===== config.mk =====
export PLATFORM = sky130hd
export DESIGN_NAME = variation_region_scalar_core
export DESIGN_NICKNAME = d
export VERILOG_FILES = /design/src/hw/rtl/vrs_pkg.sv /design/src/hw/rtl/variation_region_scalar_core.sv /design/src/hw/rtl/vrs_datapath.sv /design/src/hw/rtl/vrs_ctrl.sv
export SDC_FILE = /design/constraint.sdc
export NUM_CORES = 1
export LEC_CHECK = 0
export BUFFER_PORTS_ARGS = -buffer_cell sky130_fd_sc_hd__buf_4
export CAP_MARGIN = 20
export CORE_ASPECT_RATIO = 0.8
export CORE_MARGIN = 2
export CORE_UTILIZATION = 55
export DETAILED_ROUTE_END_ITERATION = 6
export GPL_ROUTABILITY_DRIVEN = 1
export HOLD_SLACK_MARGIN = 0.15
export PLACE_DENSITY = 0.76
export SYNTH_ARGS = -nofsm -noshare
export SYNTH_HDL_FRONTEND = slang
export SYNTH_HIERARCHICAL = 1
export SYNTH_SLANG_ARGS = --single-unit

===== constraint.sdc =====
create_clock -name i_clk -period 6.5 [get_ports i_clk]
set_clock_uncertainty 0.15 [all_clocks]
set_input_delay 1.3 -clock i_clk [delete_from_list [all_inputs] [get_ports i_clk]]
set_output_delay 1.3 -clock i_clk [all_outputs]
set_load 0.1 [all_outputs]

===== src/hw/rtl/vrs_pkg.sv =====
// ----------------------------------------------------------------------------
// vrs_pkg
// Shared types for the variation region scalar: controller states and the
// command and status groups between controller and datapath.
// ----------------------------------------------------------------------------
package vrs_pkg;

    // controller states
    typedef enum logic [1:0] {
        ST_IDLE,
        ST_DIV,
        ST_MUL,
        ST_EMIT
    } t_state;

    // controller to datapath
    typedef struct packed {
        logic load;      // latch a new axis word and classify it
        logic div_step;  // one restoring division step
        logic mul;       // fold the axis factor into the running product
        logic out_load;  // move the product to the output and restart at 1.0
    } t_dp_cmd;

    // datapath to controller
    typedef struct packed {
        logic need_div;  // the axis factor comes from a ramp division
        logic emit;      // this axis closes the region
    } t_dp_sts;

endpackage


===== src/hw/rtl/variation_region_scalar_core.sv =====
// ----------------------------------------------------------------------------
// variation_region_scalar_core
// Font-variation region scalar: per-axis tent factor folded into a product.
// ----------------------------------------------------------------------------
// Each input word is one axis of a region; the block takes one axis at a
// time and takes no new axis until it is through with the last one. An axis
// with a ramp factor goes through the radix-2 restoring divider, which
// produces one quotient bit per cycle; an axis whose factor is 0 or 1.0
// skips the division. On the last axis, or after MAX_AXES axes without a
// last mark, the product is moved to the output register, a move that waits
// while the output is stalled; the running product then restarts at 1.0
// (1 << FRAC_BITS).
module variation_region_scalar_core
    import vrs_pkg::*;
#(
    parameter int FRAC_BITS = 14,
    parameter int MAX_AXES  = 16
) (
    input  logic                i_clk,
    input  logic                i_rst_n,
    input  logic                i_in_valid,
    output logic                o_in_stall,
    input  logic signed [15:0]  i_span_start,
    input  logic signed [15:0]  i_span_peak,
    input  logic signed [15:0]  i_span_end,
    input  logic signed [15:0]  i_coord,
    input  logic                i_last_axis,
    output logic                o_out_valid,
    input  logic                i_out_stall,
    output logic [FRAC_BITS:0]  o_region_weight
);

    t_dp_cmd cmd;
    t_dp_sts sts;

    vrs_ctrl #(
        .FRAC_BITS (FRAC_BITS)
    ) u_ctrl (
        .i_clk       (i_clk),
        .i_rst_n     (i_rst_n),
        .i_in_valid  (i_in_valid),
        .o_in_stall  (o_in_stall),
        .o_out_valid (o_out_valid),
        .i_out_stall (i_out_stall),
        .o_cmd       (cmd),
        .i_sts       (sts)
    );

    vrs_datapath #(
        .FRAC_BITS (FRAC_BITS),
        .MAX_AXES  (MAX_AXES)
    ) u_dp (
        .i_clk           (i_clk),
        .i_rst_n         (i_rst_n),
        .i_cmd           (cmd),
        .o_sts           (sts),
        .i_span_start    (i_span_start),
        .i_span_peak     (i_span_peak),
        .i_span_end      (i_span_end),
        .i_coord         (i_coord),
        .i_last_axis     (i_last_axis),
        .o_region_weight (o_region_weight)
    );

endmodule


===== src/hw/rtl/vrs_datapath.sv =====
// ----------------------------------------------------------------------------
// vrs_datapath
// Axis classification, radix-2 restoring divider for the ramp factor,
// running product multiplier and the output register.
// ----------------------------------------------------------------------------
module vrs_datapath
    import vrs_pkg::*;
#(
    parameter int FRAC_BITS = 14,
    parameter int MAX_AXES  = 16
) (
    input  logic                   i_clk,
    input  logic                   i_rst_n,
    input  t_dp_cmd                i_cmd,
    output t_dp_sts                o_sts,
    input  logic signed [15:0]     i_span_start,
    input  logic signed [15:0]     i_span_peak,
    input  logic signed [15:0]     i_span_end,
    input  logic signed [15:0]     i_coord,
    input  logic                   i_last_axis,
    output logic [FRAC_BITS:0]     o_region_weight
);

    localparam int FW  = FRAC_BITS + 1;
    localparam int AXW = (MAX_AXES > 1) ? $clog2(MAX_AXES) : 1;
    localparam logic [FW-1:0] ONE_FX = {1'b1, {FRAC_BITS{1'b0}}};

    logic [FW-1:0]       r_prod, n_prod;
    logic [FW-1:0]       r_fac, n_fac;
    logic [15:0]         r_rem, n_rem;
    logic [15:0]         r_div, n_div;
    logic                r_need_div, n_need_div;
    logic                r_emit, n_emit;
    logic [AXW-1:0]      r_axis, n_axis;
    logic [FW-1:0]       r_out, n_out;

    logic signed [16:0]  a, p, z, x;
    logic                malformed, outside;
    logic [16:0]         rem2, rem_sub;
    logic                ge;
    logic [2*FW-1:0]     mul_full;

    // sign-extended operands for the ramp differences
    assign a = {i_span_start[15], i_span_start};
    assign p = {i_span_peak[15], i_span_peak};
    assign z = {i_span_end[15], i_span_end};
    assign x = {i_coord[15], i_coord};

    // tent checks: a malformed tent forces a factor of one, a coordinate outside it zero
    assign malformed = (a > p) || (p > z) || ((a < 0) && (z > 0) && (p != 0))
                       || (p == 0);
    assign outside   = (x < a) || (x > z);

    // one restoring division step
    assign rem2    = {r_rem, 1'b0};
    assign ge      = rem2 >= {1'b0, r_div};
    assign rem_sub = rem2 - {1'b0, r_div};

    assign mul_full = r_prod * r_fac;

    // next-value logic
    always_comb begin
        n_prod     = r_prod;
        n_fac      = r_fac;
        n_rem      = r_rem;
        n_div      = r_div;
        n_need_div = r_need_div;
        n_emit     = r_emit;
        n_axis     = r_axis;
        n_out      = r_out;
        if (i_cmd.load) begin
            n_need_div = 1'b0;
            n_rem      = '0;
            n_div      = '0;
            if (malformed) begin
                n_fac = ONE_FX;
            end else if (outside) begin
                n_fac = '0;
            end else if (x == p) begin
                n_fac = ONE_FX;
            end else if (x < p) begin
                n_fac      = '0;
                n_need_div = 1'b1;
                n_rem      = 16'(x - a);
                n_div      = 16'(p - a);
            end else begin
                n_fac      = '0;
                n_need_div = 1'b1;
                n_rem      = 16'(z - x);
                n_div      = 16'(z - p);
            end
            n_emit = i_last_axis || (r_axis == AXW'(MAX_AXES - 1));
            n_axis = n_emit ? '0 : r_axis + 1'b1;
        end
        if (i_cmd.div_step) begin
            n_rem = ge ? rem_sub[15:0] : rem2[15:0];
            n_fac = {r_fac[FW-2:0], ge};
        end
        if (i_cmd.mul) begin
            n_prod = mul_full[2*FRAC_BITS:FRAC_BITS];
        end
        if (i_cmd.out_load) begin
            n_out  = r_prod;
            n_prod = ONE_FX;
        end
    end

    // control-relevant state
    always_ff @(posedge i_clk) begin
        if (!i_rst_n) begin
            r_prod <= ONE_FX;
            r_axis <= '0;
        end else begin
            r_prod <= n_prod;
            r_axis <= n_axis;
        end
    end

    // payload registers
    always_ff @(posedge i_clk) begin
        r_fac      <= n_fac;
        r_rem      <= n_rem;
        r_div      <= n_div;
        r_need_div <= n_need_div;
        r_emit     <= n_emit;
        r_out      <= n_out;
    end

    assign o_sts.need_div  = r_need_div;
    assign o_sts.emit      = r_emit;
    assign o_region_weight = r_out;

endmodule


===== src/hw/rtl/vrs_ctrl.sv =====
// ----------------------------------------------------------------------------
// vrs_ctrl
// Sequencer for one axis at a time: accept, divide, multiply, and hand the
// region weight to the output register when the region closes.
// ----------------------------------------------------------------------------
module vrs_ctrl
    import vrs_pkg::*;
#(
    parameter int FRAC_BITS = 14
) (
    input  logic    i_clk,
    input  logic    i_rst_n,
    input  logic    i_in_valid,
    output logic    o_in_stall,
    output logic    o_out_valid,
    input  logic    i_out_stall,
    output t_dp_cmd o_cmd,
    input  t_dp_sts i_sts
);

    localparam int CW = $clog2(FRAC_BITS);

    t_state          r_state, n_state;
    logic [CW-1:0]   r_cnt, n_cnt;
    logic            r_out_valid, n_out_valid;
    logic            out_free;

    assign out_free = !r_out_valid || !i_out_stall;

    // next state
    always_comb begin
        n_state = r_state;
        unique case (r_state)
            ST_IDLE: if (i_in_valid) n_state = ST_DIV;
            ST_DIV: begin
                if (!i_sts.need_div || (r_cnt == '0)) n_state = ST_MUL;
            end
            ST_MUL:  n_state = i_sts.emit ? ST_EMIT : ST_IDLE;
            ST_EMIT: if (out_free) n_state = ST_IDLE;
            default: n_state = ST_IDLE;
        endcase
    end

    // outputs and step counter
    always_comb begin
        o_cmd = '0;
        n_cnt = r_cnt;
        unique case (r_state)
            ST_IDLE: begin
                if (i_in_valid) begin
                    o_cmd.load = 1'b1;
                    n_cnt      = CW'(FRAC_BITS - 1);
                end
            end
            ST_DIV: begin
                if (i_sts.need_div) begin
                    o_cmd.div_step = 1'b1;
                    n_cnt          = r_cnt - 1'b1;
                end
            end
            ST_MUL:  o_cmd.mul = 1'b1;
            ST_EMIT: o_cmd.out_load = out_free;
            default: o_cmd = '0;
        endcase
    end

    // output word valid
    always_comb begin
        n_out_valid = r_out_valid && i_out_stall;
        if (o_cmd.out_load) n_out_valid = 1'b1;
    end

    always_ff @(posedge i_clk) begin
        if (!i_rst_n) begin
            r_state     <= ST_IDLE;
            r_out_valid <= 1'b0;
        end else begin
            r_state     <= n_state;
            r_out_valid <= n_out_valid;
        end
    end

    always_ff @(posedge i_clk) begin
        r_cnt <= n_cnt;
    end

    assign o_in_stall  = (r_state != ST_IDLE);
    assign o_out_valid = r_out_valid;

endmodule


==> out/metrics.csv, run 1 <==
stage,metric,value,unit
worst_setup_path,rr_endpoint,u_dp/r_prod[13],
routing,met3WireLength,3.03,mm
worst_setup_path,setup.worst_path.start_class,flop,
final_layout,fin_nets,2186,
worst_setup_path,timing.critical_path.required,6.62,ns
clocking,tritoncts,done,
worst_setup_path,ff2ff_path_depth,20,
synthesis,number_of_warning_messages_in_the_yosys_log,6,
floorplan,chipHeight,151,um
placement,place.port_buffers,85,
clocking,clock_buffer_count_from_cts,9,
clocking,worstSkewPairLatency,0.35,ns
clocking,clock-sinks,90,
floorplan,fp.dieArea,28500,sq um
routing,ant_nets,0,
worst_setup_path,worstPathBufferInverterCount,4,
placement,detailedPlacementHpwl,31.7,mm
sta,timing.fmax,0.157,GHz
worst_setup_path,peak_per_stage_delay_on_the_critical_path,0.53,ns
run_status,run_status,"complete, no violations",
synthesis,synth.top_cells.by_count,"sky130_fd_sc_hd__inv_1 (276), sky130_fd_sc_hd__ha_1 (185), sky130_fd_sc_hd__fa_1 (170)",
sta,fin_crit_sh,97.9,%
clocking,clock_slew_seen_by_the_registers_of_the_worst_setup_and_hold_paths,0.07,ns
synthesis,synth.avg_cell_area,8.96,sq um
clocking,cts_max_level,3,
synthesis,synth_edf_count,68,
sta,final_hold_viol_count,0,
routing,wl_per_cell,18.3,um
routing,drt-initial-drc-count,938,
clocking,cts_hold_buffers,0,
placement,gp_congestion,0.960,
routing,drt-vias-per-instance,5.70,
worst_setup_path,path_depth,20,
worst_setup_path,series_of_cell_instances_along_the_critical_path,"and2_1, fa_1, inv_1, fa_1, inv_2, fa_1, inv_1, fa_1, inv_1, fa_1, fa_1, ha_4, and3_4, a41oi_2, o31a_1, a211o_1, a31oi_4, a21oi_2, or4_1, o211ai_1",
power,peakVddDrop,152,uV
routing,final_routed_drc_violation_total,0,
power,p_leak,0.00813,uW
clocking,clockRootBuffer,sky130_fd_sc_hd__clkbuf_16,
worst_setup_path,timing_worst_setup_path_type,flop to flop,
min_path,min_path_cells,2,
routing,met1_length,18.8,mm
min_path,hold_path_startpoint,u_dp/r_axis[3],
synthesis,synth-seq-area-share,16.6,%
power,power_per_cell_area,198,nW/um^2
final_layout,final_cell_area,16600,sq um
worst_setup_path,critical_path_peak_fanout,11,
worst_setup_path,r2r-start,u_dp/r_fac[5],
floorplan,core_region_area,26500,sq um
worst_setup_path,worst-r2r-setup-slack,0.14,ns
routing,route.final.wire_length,38.8,mm
final_layout,flow.area_growth_from_synthesis,10.9,%
routing,dr_wl_met2,16.6,mm
job,timing.max_cap.violations,0,
global_route,grt_max_degree,46,
synthesis,synth_seq_cells,90,
routing,drt_pass1_iterations,5,
synthesis,area_leader_netlist,sky130_fd_sc_hd__fa_1,
synthesis,post_synth_inst_count,1668,
floorplan,rows,53,
synthesis,postSynth.topFlopCell,sky130_fd_sc_hd__edfxtp_1,
worst_setup_path,critPathCaptureType,flop,
synthesis,netlist-cell-type-count,77,
worst_setup_path,worst_endpoint_data_arrival_time,6.48,ns
placement,place_area,16100,sq um
floorplan,die_x,188,um
global_route,grt.overflow.total,0,
worst_setup_path,worst_path_dominant_cell_family,adder cells,
sta,timing.final.crit_period,6.36,ns
synthesis,synth.top_cell.area_share,22.8,%
sta,rsz0062_at_grt,yes,
sta,tightest_slew,0.887,ns
sta,slew-limit-headroom,40.9,%
synthesis,synth.area.top_cells,"sky130_fd_sc_hd__fa_1 (23%), sky130_fd_sc_hd__ha_1 (15%), sky130_fd_sc_hd__edfxtp_1 (14%)",
sta,setup-violations-final,0,
floorplan,initial_core_util,56.4,%
synthesis,synthMostInstantiatedCell,sky130_fd_sc_hd__inv_1,
routing,route.top_layer_used,met4,
final_layout,antennaDiodeCount,0,
worst_setup_path,slowest_stage_cell_crit_path,sky130_fd_sc_hd__fa_1,
global_route,grt_pass1_wl,62.6,mm
synthesis,synth_fp_nets,2092,
worst_setup_path,crit_start,u_dp/r_fac[5],
sta,final.setup.tns,0,ns
final_layout,finalCoreUtilization,62.5,%
synthesis,asyncSetResetFlopFracSynth,0,%
worst_setup_path,crit_end,u_dp/r_prod[13],
sta,finalMaxSlewViolations,0,
synthesis,synth.cell_area,15000,sq um
worst_setup_path,crit_top_cell,sky130_fd_sc_hd__fa_1,
global_route,grt_antenna_before_repair,0,
min_path,worst_hold_path_type,flop to flop,
global_route,grt_pass1_vias,11800,
clocking,cts_max_path_buffers,2,
floorplan,num_io_pins,86,
final_layout,layout-drive-gt1-share,10.3,%
routing,routed-via-count,12100,
global_route,globalRouteTotalUtil,28.0,%
==> where the power goes <==
group	internal, uW	switching [uW]
sequential	705	83.7
combinational	797	1110
clock	349	233
total	1850	1430
==> per-stage QoR <==
stage          cells  total power [uW]  setup slack [ns]  hold WS (ns)
6_report        2124              3280             0.136         0.352
5_1_grt         2124              3540           -0.0588         0.404
4_1_cts         2118              3230             0.123         0.346
3_5_place_dp    2102              2630             0.156         0.337
3_3_place_gp    2102              2570             0.295         0.319
2_1_floorplan   1668              2120             0.380         0.305
==> what timing repair did <==
action                     4_1_cts  5_1_grt
setup endpoints to repair        0        2
gates resized for setup          0       13
setup buffers                    0        6
==> per-layer routing <==
| metal | track usage (%) | up-vias |
|---|---|---|
| met4 | 4.84 | 0 |
| met2 | 42.3 | 443 |
| met1 | 43.4 | 5935 |
| li1 | - | 5710 |
| met3 | 3.71 | 29 |
| met5 | 0 | - |
==> state kept, by name (all words and copies together), names as in the netlist <==
register	cells
u_ctrl/o_out_valid	1
u_ctrl/r_cnt	4
u_ctrl/r_state	2
u_dp/o_region_weight	15
u_dp/r_axis	4
u_dp/r_div	16
u_dp/r_emit	1
u_dp/r_fac	15
u_dp/r_need_div	1
u_dp/r_prod	15
u_dp/r_rem	16
==> tightest hold or removal path, stage by stage, from the launching register on <==
cell and delay (ns):
sky130_fd_sc_hd__dfxtp_1 0.33, sky130_fd_sc_hd__nand2_1 0.06, sky130_fd_sc_hd__a21boi_0 0.07
==> cells in the final DEF, fill, tap and decap left out, types with 19 or more instances in the layout <==
master                     netlist  routed
sky130_fd_sc_hd__a21o_1         35      35
sky130_fd_sc_hd__a21oi_1        63      61
sky130_fd_sc_hd__a31oi_1        20      19
sky130_fd_sc_hd__and2_1        153     151
sky130_fd_sc_hd__buf_4           4     133
sky130_fd_sc_hd__dfxtp_1        22      21
sky130_fd_sc_hd__edfxtp_1       68      68
sky130_fd_sc_hd__fa_1          170     170
sky130_fd_sc_hd__ha_1          185     183
sky130_fd_sc_hd__inv_1         276     274
sky130_fd_sc_hd__mux2i_1        31      31
sky130_fd_sc_hd__nand2_1       147     147
sky130_fd_sc_hd__nand2b_1       19      19
sky130_fd_sc_hd__nor2_1         91      90
sky130_fd_sc_hd__nor2b_1        20      20
sky130_fd_sc_hd__o21a_1         22      22
sky130_fd_sc_hd__o21ai_0        44      43
sky130_fd_sc_hd__xnor2_1        51      51
sky130_fd_sc_hd__xor2_1         20      20
==> worst min path at each step <==
stage	endpoint	slack [ns]
final	u_dp/r_axis[3]	0.35
after global routing	u_dp/r_axis[3]	0.40
after CTS	u_dp/r_axis[3]	0.35
after detailed placement	u_dp/r_axis[3]	0.34
after global placement	u_dp/r_axis[3]	0.32
after floorplan	u_dp/r_axis[3]	0.30
==> cell families (layout without fill, tap and decap cells) <==
group                    after synthesis  count (layout)  share of synthesized area (%)
AND/OR/NAND/NOR                      513             513                           17.7
adder cells (fa/ha/maj)              355             355                           38.2
buffers and inverters                327             426                           8.42
AO/OA/AOI/OAI                        280             280                           12.8
flip-flops                            90              90                           16.6
XOR/XNOR                              71              71                           4.16
multiplexers                          32              32                           2.17
==> final cells by class <==
| type | count | area (sq um) |
|---|---|---|
| Timing Repair Buffer | 133 | 998 |
| Fill cell | 2269 | 9950 |
| Clock inverter | 4 | 73.8 |
| Clock buffer | 12 | 246 |
| Sequential cell | 90 | 2480 |
| Multi-Input combinational cell | 1251 | 11300 |
| Tap cell | 357 | 447 |
| Inverter | 277 | 1040 |
Note: power is estimated with default switching activity, not from simulation.
==> run 2: changes to the inputs <==
- CORE_MARGIN: 2 -> default
- CTS_BUF_LIST: default -> sky130_fd_sc_hd__clkbuf_4 sky130_fd_sc_hd__clkbuf_8 sky130_fd_sc_hd__clkbuf_16
==> out/metrics.csv, run 2 (synthesis gave the netlist of run 1 again) <==
stage,metric,value,unit,change
worst_setup_path,peak_per_stage_delay_on_the_critical_path,0.70,ns,+0.17 ns
routing,routed-via-count,12200,,+0.97%
routing,drt_pass1_iterations,5,,unchanged
clocking,tritoncts,done,,
routing,wl_per_cell,18.7,um,+2.3%
final_layout,antennaDiodeCount,0,,unchanged
final_layout,flow.area_growth_from_synthesis,10.5,%,
floorplan,rows,53,,unchanged
floorplan,chipHeight,149,um,-1.3%
worst_setup_path,worst_path_dominant_cell_family,adder cells,,
sta,final_hold_viol_count,0,,unchanged
global_route,grt_pass1_wl,64.2,mm,+2.6%
power,p_leak,0.00811,uW,-0.25%
power,cell_internal_pwr,1760,uW,-4.8%
power,clockPowerShare,16.4,%,-1.4 points
power,sequentialPowerShare,24.5,%,+0.4 points
min_path,holdPathEnd,u_dp/r_axis[3],,
floorplan,num_io_pins,86,,unchanged
worst_setup_path,slowest_stage_cell_crit_path,sky130_fd_sc_hd__dfxtp_1,,
worst_setup_path,rr_endpoint,u_dp/r_prod[13],,
min_path,hold_path_startpoint,u_dp/r_axis[3],,
run_status,run_status,"complete, no violations",,
clocking,clock_slew_seen_by_the_registers_of_the_worst_setup_and_hold_paths,0.07,ns,about the same
clocking,clock-sinks,90,,unchanged
clocking,cts_max_path_buffers,2,,unchanged
global_route,grt_max_degree,46,,unchanged
worst_setup_path,critPathCaptureType,flop,,
worst_setup_path,critical_path_peak_fanout,13,,+2
worst_setup_path,timing.critical_path.required,6.62,ns,about the same
worst_setup_path,worst-r2r-setup-slack,0.20,ns,+0.06 ns
global_route,grt.overflow.total,0,,unchanged
worst_setup_path,timing_worst_setup_path_type,flop to flop,,
clocking,worstSkewPairLatency,0.36,ns,about the same
floorplan,die_x,186,um,-1.1%
routing,ant_nets,0,,unchanged
worst_setup_path,crit_top_cell,sky130_fd_sc_hd__fa_1,,
min_path,min_path_cells,2,,unchanged
floorplan,core_region_area,26500,sq um,-0.25%
power,power_per_cell_area,194,nW/um^2,-1.8%
final_layout,seqCellArea,2480,sq um,unchanged
clocking,clockRootBuffer,sky130_fd_sc_hd__clkbuf_16,,
sta,tightest_slew,0.809,ns,-0.0780 ns
final_layout,finalCoreUtilization,62.4,%,about the same
final_layout,multi_input_comb_area,11300,sq um,-0.20%
sta,fin_crit_sh,96.9,%,-0.97 points
worst_setup_path,worstPathBufferInverterCount,5,,+1
clocking,clock_buffer_count_from_cts,9,,unchanged
job,timing.max_cap.violations,0,,unchanged
worst_setup_path,r2r-start,u_dp/r_prod[5],,
final_layout,layout.filler_cells,2203,,-2.9%
power,net-switching-power,1440,uW,+1.3%
clocking,cts_max_level,3,,unchanged
worst_setup_path,worst_endpoint_data_arrival_time,6.43,ns,-0.05 ns
sta,slew-limit-headroom,46.1,%,+5.2 points
clocking,cts_hold_buffers,0,,unchanged
placement,gp_congestion,0.953,,-0.68%
floorplan,fp.dieArea,27900,sq um,-2.4%
worst_setup_path,series_of_cell_instances_along_the_critical_path,"buf_4, nand2_1, fa_1, inv_1, fa_1, fa_1, fa_1, fa_1, inv_1, fa_1, inv_1, ha_1, nand2_1, o31a_1, buf_4, a211o_1, a31oi_4, a21oi_2, or4_1, o211ai_1",,
final_layout,fin_nets,2184,,-0.091%
placement,place.port_buffers,85,,unchanged
routing,drt-initial-drc-count,979,,+4.4%
final_layout,largest_registers,"u_dp/r_div: 16 flops, u_dp/r_rem: 16 flops",,
sta,timing.final.crit_period,6.30,ns,-0.0629 ns
sta,setup-violations-final,0,,unchanged
global_route,globalRouteTotalUtil,29.4,%,+1.4 points
sta,holdWs,0.343,ns,-0.00828 ns
floorplan,initial_core_util,56.5,%,+0.14 points
global_route,grt_pass1_vias,12300,,+4.3%
routing,final_routed_drc_violation_total,0,,unchanged
routing,drt-vias-per-instance,5.77,,+1.1%
sta,finalMaxSlewViolations,0,,unchanged
final_layout,leading_cell_types_in_the_layout_fill_and_taps_excluded,"sky130_fd_sc_hd__inv_1 (276), sky130_fd_sc_hd__ha_1 (184), sky130_fd_sc_hd__fa_1 (170)",,
min_path,worst_hold_path_type,flop to flop,,
worst_setup_path,setup.worst_path.start_class,flop,,
power,power.share.combinational,59.1,%,+0.9 points
worst_setup_path,ff2ff_path_depth,20,,unchanged
placement,detailedPlacementHpwl,32.6,mm,+2.7%
sta,timing.fmax,0.159,GHz,+1.0%
global_route,grt_antenna_before_repair,0,,unchanged
final_layout,most_frequent_standard_cell_in_the_layout_excluding_fill_and_tap_cells,sky130_fd_sc_hd__inv_1,,
power,p_sw_share,45.1,%,+1.5 points
power,peakVddDrop,134,uV,-12%
final_layout,layout-drive-gt1-share,9.97,%,-0.33 points
routing,route.final.wire_length,39.7,mm,+2.2%
[run 2: layout make-up]
type,instances,area share [%]
Clock buffer,9,1.36
Clock inverter,7,0.424
Inverter,277,6.29
Multi-Input combinational cell,1251,68.2
Sequential cell,90,15.0
Tap cell,357,2.70
Timing Repair Buffer,131,6.00
[run 2: stage by stage]
step                instance area (sq um)  TNS [ns]  setup slack [ns]  cells  power [uW]
floorplan                           15000         0             0.380   1668        2120
global placement                    16100         0             0.192   2098        2570
detailed placement                  16100         0             0.120   2098        2640
CTS                                 16400         0             0.100   2114        3180
global route                        16500   -0.0139           -0.0139   2122        3460
finish                              16500         0             0.199   2122        3210
[run 2: layer usage]
layer	vias to the layer above	wire length [um]	GRT usage (%)
li1	5707	-	-
met1	6007	18700	42.4
met2	463	17000	45.2
met3	57	3100	5.75
met4	0	840	7.69
met5	-	0	0
[run 2: how the worst max path moves through the flow]
stage,startpoint,to,cells past startpoint
CTS,u_dp/r_fac[3],u_dp/r_prod[13],21
global route,u_dp/r_fac[2],u_dp/r_prod[13],21
detailed placement,u_dp/r_fac[4],u_dp/r_prod[13],21
global placement,u_dp/r_fac[4],u_dp/r_prod[13],20
floorplan,u_dp/r_fac[0],u_dp/r_prod[13],21
finish,u_dp/r_prod[5],u_dp/r_prod[13],20
[run 2: tightest hold or removal path, cell delays in order (launching register included)]
cell and delay, ns:
sky130_fd_sc_hd__dfxtp_1 0.33, sky130_fd_sc_hd__nand2_1 0.06, sky130_fd_sc_hd__a21boi_0 0.06
[run 2: power groups by stage]
stage                     registers (uW)  clock network (uW)  logic [uW]
after floorplan                      770                   0        1350
after global routing                 794                 559        2110
after CTS                            786                 533        1860
after detailed placement             798                   0        1840
after global placement               794                   0        1780
final                                787                 525        1900
[run 2: what timing repair did]
item,CTS,global route
endpoints found under the hold margin,0,0
setup endpoints to repair,0,5
resized for setup,0,7
buffers inserted,0,7
==> run 3: changes to the inputs <==
- clock period: 6.5 -> 5.55 ns (I/O delays scaled with it)
==> out/metrics.csv, run 3 (synthesis gave the netlist of run 1 again) <==
stage,metric,value,unit,change
final_layout,layout-drive-gt1-share,16.2,%,+6.2 points
sta,holdWs,0.337,ns,-0.00649 ns
worst_setup_path,worst_endpoint_data_arrival_time,6.38,ns,-0.05 ns
global_route,grt_pass1_vias,12500,,+1.5%
routing,drt-vias-per-instance,5.73,,-0.57%
min_path,worst_hold_path_type,flop to flop,,
final_layout,leading_cell_types_in_the_layout_fill_and_taps_excluded,"sky130_fd_sc_hd__inv_1 (265), sky130_fd_sc_hd__buf_4 (179), sky130_fd_sc_hd__ha_1 (176)",,
clocking,worstSkewPairLatency,0.36,ns,about the same
placement,place.port_buffers,85,,unchanged
power,p_sw_share,43.9,%,-1.2 points
clocking,clockRootBuffer,sky130_fd_sc_hd__clkbuf_16,,
routing,route.final.wire_length,40.3,mm,+1.7%
job,timing.max_cap.violations,0,,unchanged
power,clockPowerShare,14.9,%,-1.5 points
final_layout,final_cell_area,17300,sq um,+4.9%
global_route,grt_pass1_wl,64.7,mm,+0.83%
routing,drt_pass1_iterations,5,,unchanged
sta,final_hold_viol_count,0,,unchanged
final_layout,antennaDiodeCount,0,,unchanged
global_route,grt_antenna_before_repair,0,,unchanged
sta,slew-limit-headroom,46.3,%,+0.20 points
floorplan,die_x,186,um,unchanged
run_status,run_status,"complete, but fails checks",,
power,net-switching-power,1800,uW,+24%
power,peakVddDrop,167,uV,+25%
sta,setup-violations-final,13,,+13
worst_setup_path,timing.critical_path.required,5.67,ns,-0.95 ns
power,power.share.combinational,63.2,%,+4.1 points
clocking,clock_buffer_count_from_cts,9,,unchanged
final_layout,layoutNonFillerInstCount,2187,,+3.1%
sta,timing.final.crit_period,6.26,ns,-0.0418 ns
routing,routed-via-count,12500,,+2.5%
routing,ant_nets,0,,unchanged
sta,rsz0062_at_grt,yes,,
global_route,globalRouteTotalUtil,29.5,%,+0.13 points
clocking,clock-sinks,90,,unchanged
final_layout,fin_nets,2249,,+3.0%
sta,timing.fmax,0.160,GHz,+0.67%
sta,timing.final.ws_setup,-0.709,ns,-0.908 ns
clocking,clock_slew_seen_by_the_registers_of_the_worst_setup_and_hold_paths,0.07,ns,about the same
power,power_per_cell_area,236,nW/um^2,+22%
sta,tightest_slew,0.806,ns,-0.00305 ns
worst_setup_path,timing_worst_setup_path_type,flop to flop,,
final_layout,largest_registers,"u_dp/r_div: 16 flops, u_dp/r_rem: 16 flops",,
power,cell_internal_pwr,2300,uW,+31%
sta,finalMaxSlewViolations,0,,unchanged
run_status,violations,negative setup slack,,
floorplan,core_region_area,26500,sq um,unchanged
final_layout,most_frequent_standard_cell_in_the_layout_excluding_fill_and_tap_cells,sky130_fd_sc_hd__inv_1,,
clocking,cts_hold_buffers,0,,unchanged
floorplan,initial_core_util,56.5,%,unchanged
power,p_leak,0.00847,uW,+4.5%
floorplan,fp.dieArea,27900,sq um,unchanged
sta,fin_crit_sh,113,%,+16 points
worst_setup_path,critPathCaptureType,flop,,
floorplan,rows,53,,unchanged
clocking,cts_max_path_buffers,2,,unchanged
global_route,grt.overflow.total,0,,unchanged
clocking,cts_max_level,3,,unchanged
worst_setup_path,setup.worst_path.start_class,flop,,
routing,drt-initial-drc-count,1149,,+17%
floorplan,num_io_pins,86,,unchanged
placement,place_area,16600,sq um,+2.9%
routing,final_routed_drc_violation_total,0,,unchanged
placement,dp_cells,2153,,+2.6%
power,sequentialPowerShare,21.9,%,-2.6 points
routing,wl_per_cell,18.4,um,-1.3%
floorplan,chipHeight,149,um,unchanged
clocking,tritoncts,done,,
placement,gp_congestion,0.973,,+2.1%
global_route,grt_max_degree,46,,unchanged
worst_setup_path,critical_path_peak_fanout,6,,-7
final_layout,flow.area_growth_from_synthesis,15.9,%,
placement,detailedPlacementHpwl,32.3,mm,-0.94%
==> run 3: changes by cell type in the layout (fill, tap and decap cells not counted), moves of 5 or more <==
cell,previous run,this run
sky130_fd_sc_hd__inv_2,0,11
sky130_fd_sc_hd__ha_4,1,9
sky130_fd_sc_hd__a21oi_2,2,7
sky130_fd_sc_hd__and2_1,153,140
sky130_fd_sc_hd__buf_6,0,14
sky130_fd_sc_hd__and2_4,0,13
sky130_fd_sc_hd__inv_1,276,265
sky130_fd_sc_hd__ha_1,184,176
sky130_fd_sc_hd__buf_4,130,179
sky130_fd_sc_hd__a21oi_1,61,55
==> run 3: cell type report <==
class	count	area, sq um
Tap cell	357	447
Timing Repair Buffer	196	1560
Inverter	277	1040
Sequential cell	90	2490
Fill cell	2071	9130
Clock inverter	5	36.3
Multi-Input combinational cell	1251	11500
Clock buffer	11	246
==> run 3: per-stage QoR <==
stage / power, uW / TNS, ns / setup WS, ns / util, %
after detailed placement: 3230 / -6.41 / -0.743 / 62.7
after global routing: 4400 / -9.47 / -0.887 / 65.5
final: 4100 / -6.66 / -0.709 / 65.5
after floorplan: 2480 / -2.01 / -0.536 / -
after global placement: 3150 / -4.77 / -0.586 / 62.7
after CTS: 3940 / -5.10 / -0.549 / 64.8
==> run 3: power by group through the flow <==
stage,logic [uW],clock network [uW],registers (uW)
2_1_floorplan,1580,0,902
4_1_cts,2440,613,893
3_5_place_dp,2330,0,907
6_report,2590,610,896
3_3_place_gp,2250,0,903
5_1_grt,2860,636,905
==> run 3: worst max-delay path, stage by stage (launching register included) <==
cell                       delay (ns)
sky130_fd_sc_hd__edfxtp_1        0.42
sky130_fd_sc_hd__buf_6           0.15
sky130_fd_sc_hd__and2_4          0.15
sky130_fd_sc_hd__fa_1            0.54
sky130_fd_sc_hd__inv_2           0.04
sky130_fd_sc_hd__fa_1            0.53
sky130_fd_sc_hd__inv_1           0.05
sky130_fd_sc_hd__fa_1            0.49
sky130_fd_sc_hd__fa_1            0.43
sky130_fd_sc_hd__fa_1            0.49
sky130_fd_sc_hd__fa_1            0.52
sky130_fd_sc_hd__ha_4            0.31
sky130_fd_sc_hd__and3_4          0.19
sky130_fd_sc_hd__a41oi_2         0.12
sky130_fd_sc_hd__o31a_1          0.43
sky130_fd_sc_hd__a211o_1         0.39
sky130_fd_sc_hd__a31oi_4         0.20
sky130_fd_sc_hd__a21oi_2         0.07
sky130_fd_sc_hd__or4_1           0.40
sky130_fd_sc_hd__o211ai_1        0.10
==> run 3: layer usage <==
| layer | up-vias | GRT usage [%] | wire (um) |
|---|---|---|---|
| met5 | - | 0 | 0 |
| met4 | 0 | 8.60 | 910 |
| met3 | 73 | 4.81 | 3720 |
| met2 | 592 | 45.7 | 17400 |
| met1 | 6032 | 42.7 | 18300 |
| li1 | 5840 | - | - |
==> run 3: final timing paths <==
kind | slack (ns) | to | start | cells past startpoint
worst min register to register | 0.34 | u_dp/r_axis[3] | u_dp/r_axis[3] | 2
worst max register to register | -0.71 | u_dp/r_prod[13] | u_dp/r_fac[3] | 19
worst max-delay path | -0.71 | u_dp/r_prod[13] | u_dp/r_fac[3] | 19
worst min-delay path | 0.34 | u_dp/r_axis[3] | u_dp/r_axis[3] | 2
==> run 3: timing repair <==
item,CTS,global route
pin swaps,25,40
setup endpoints to repair,15,15
resized for setup,44,37
setup buffers,13,9
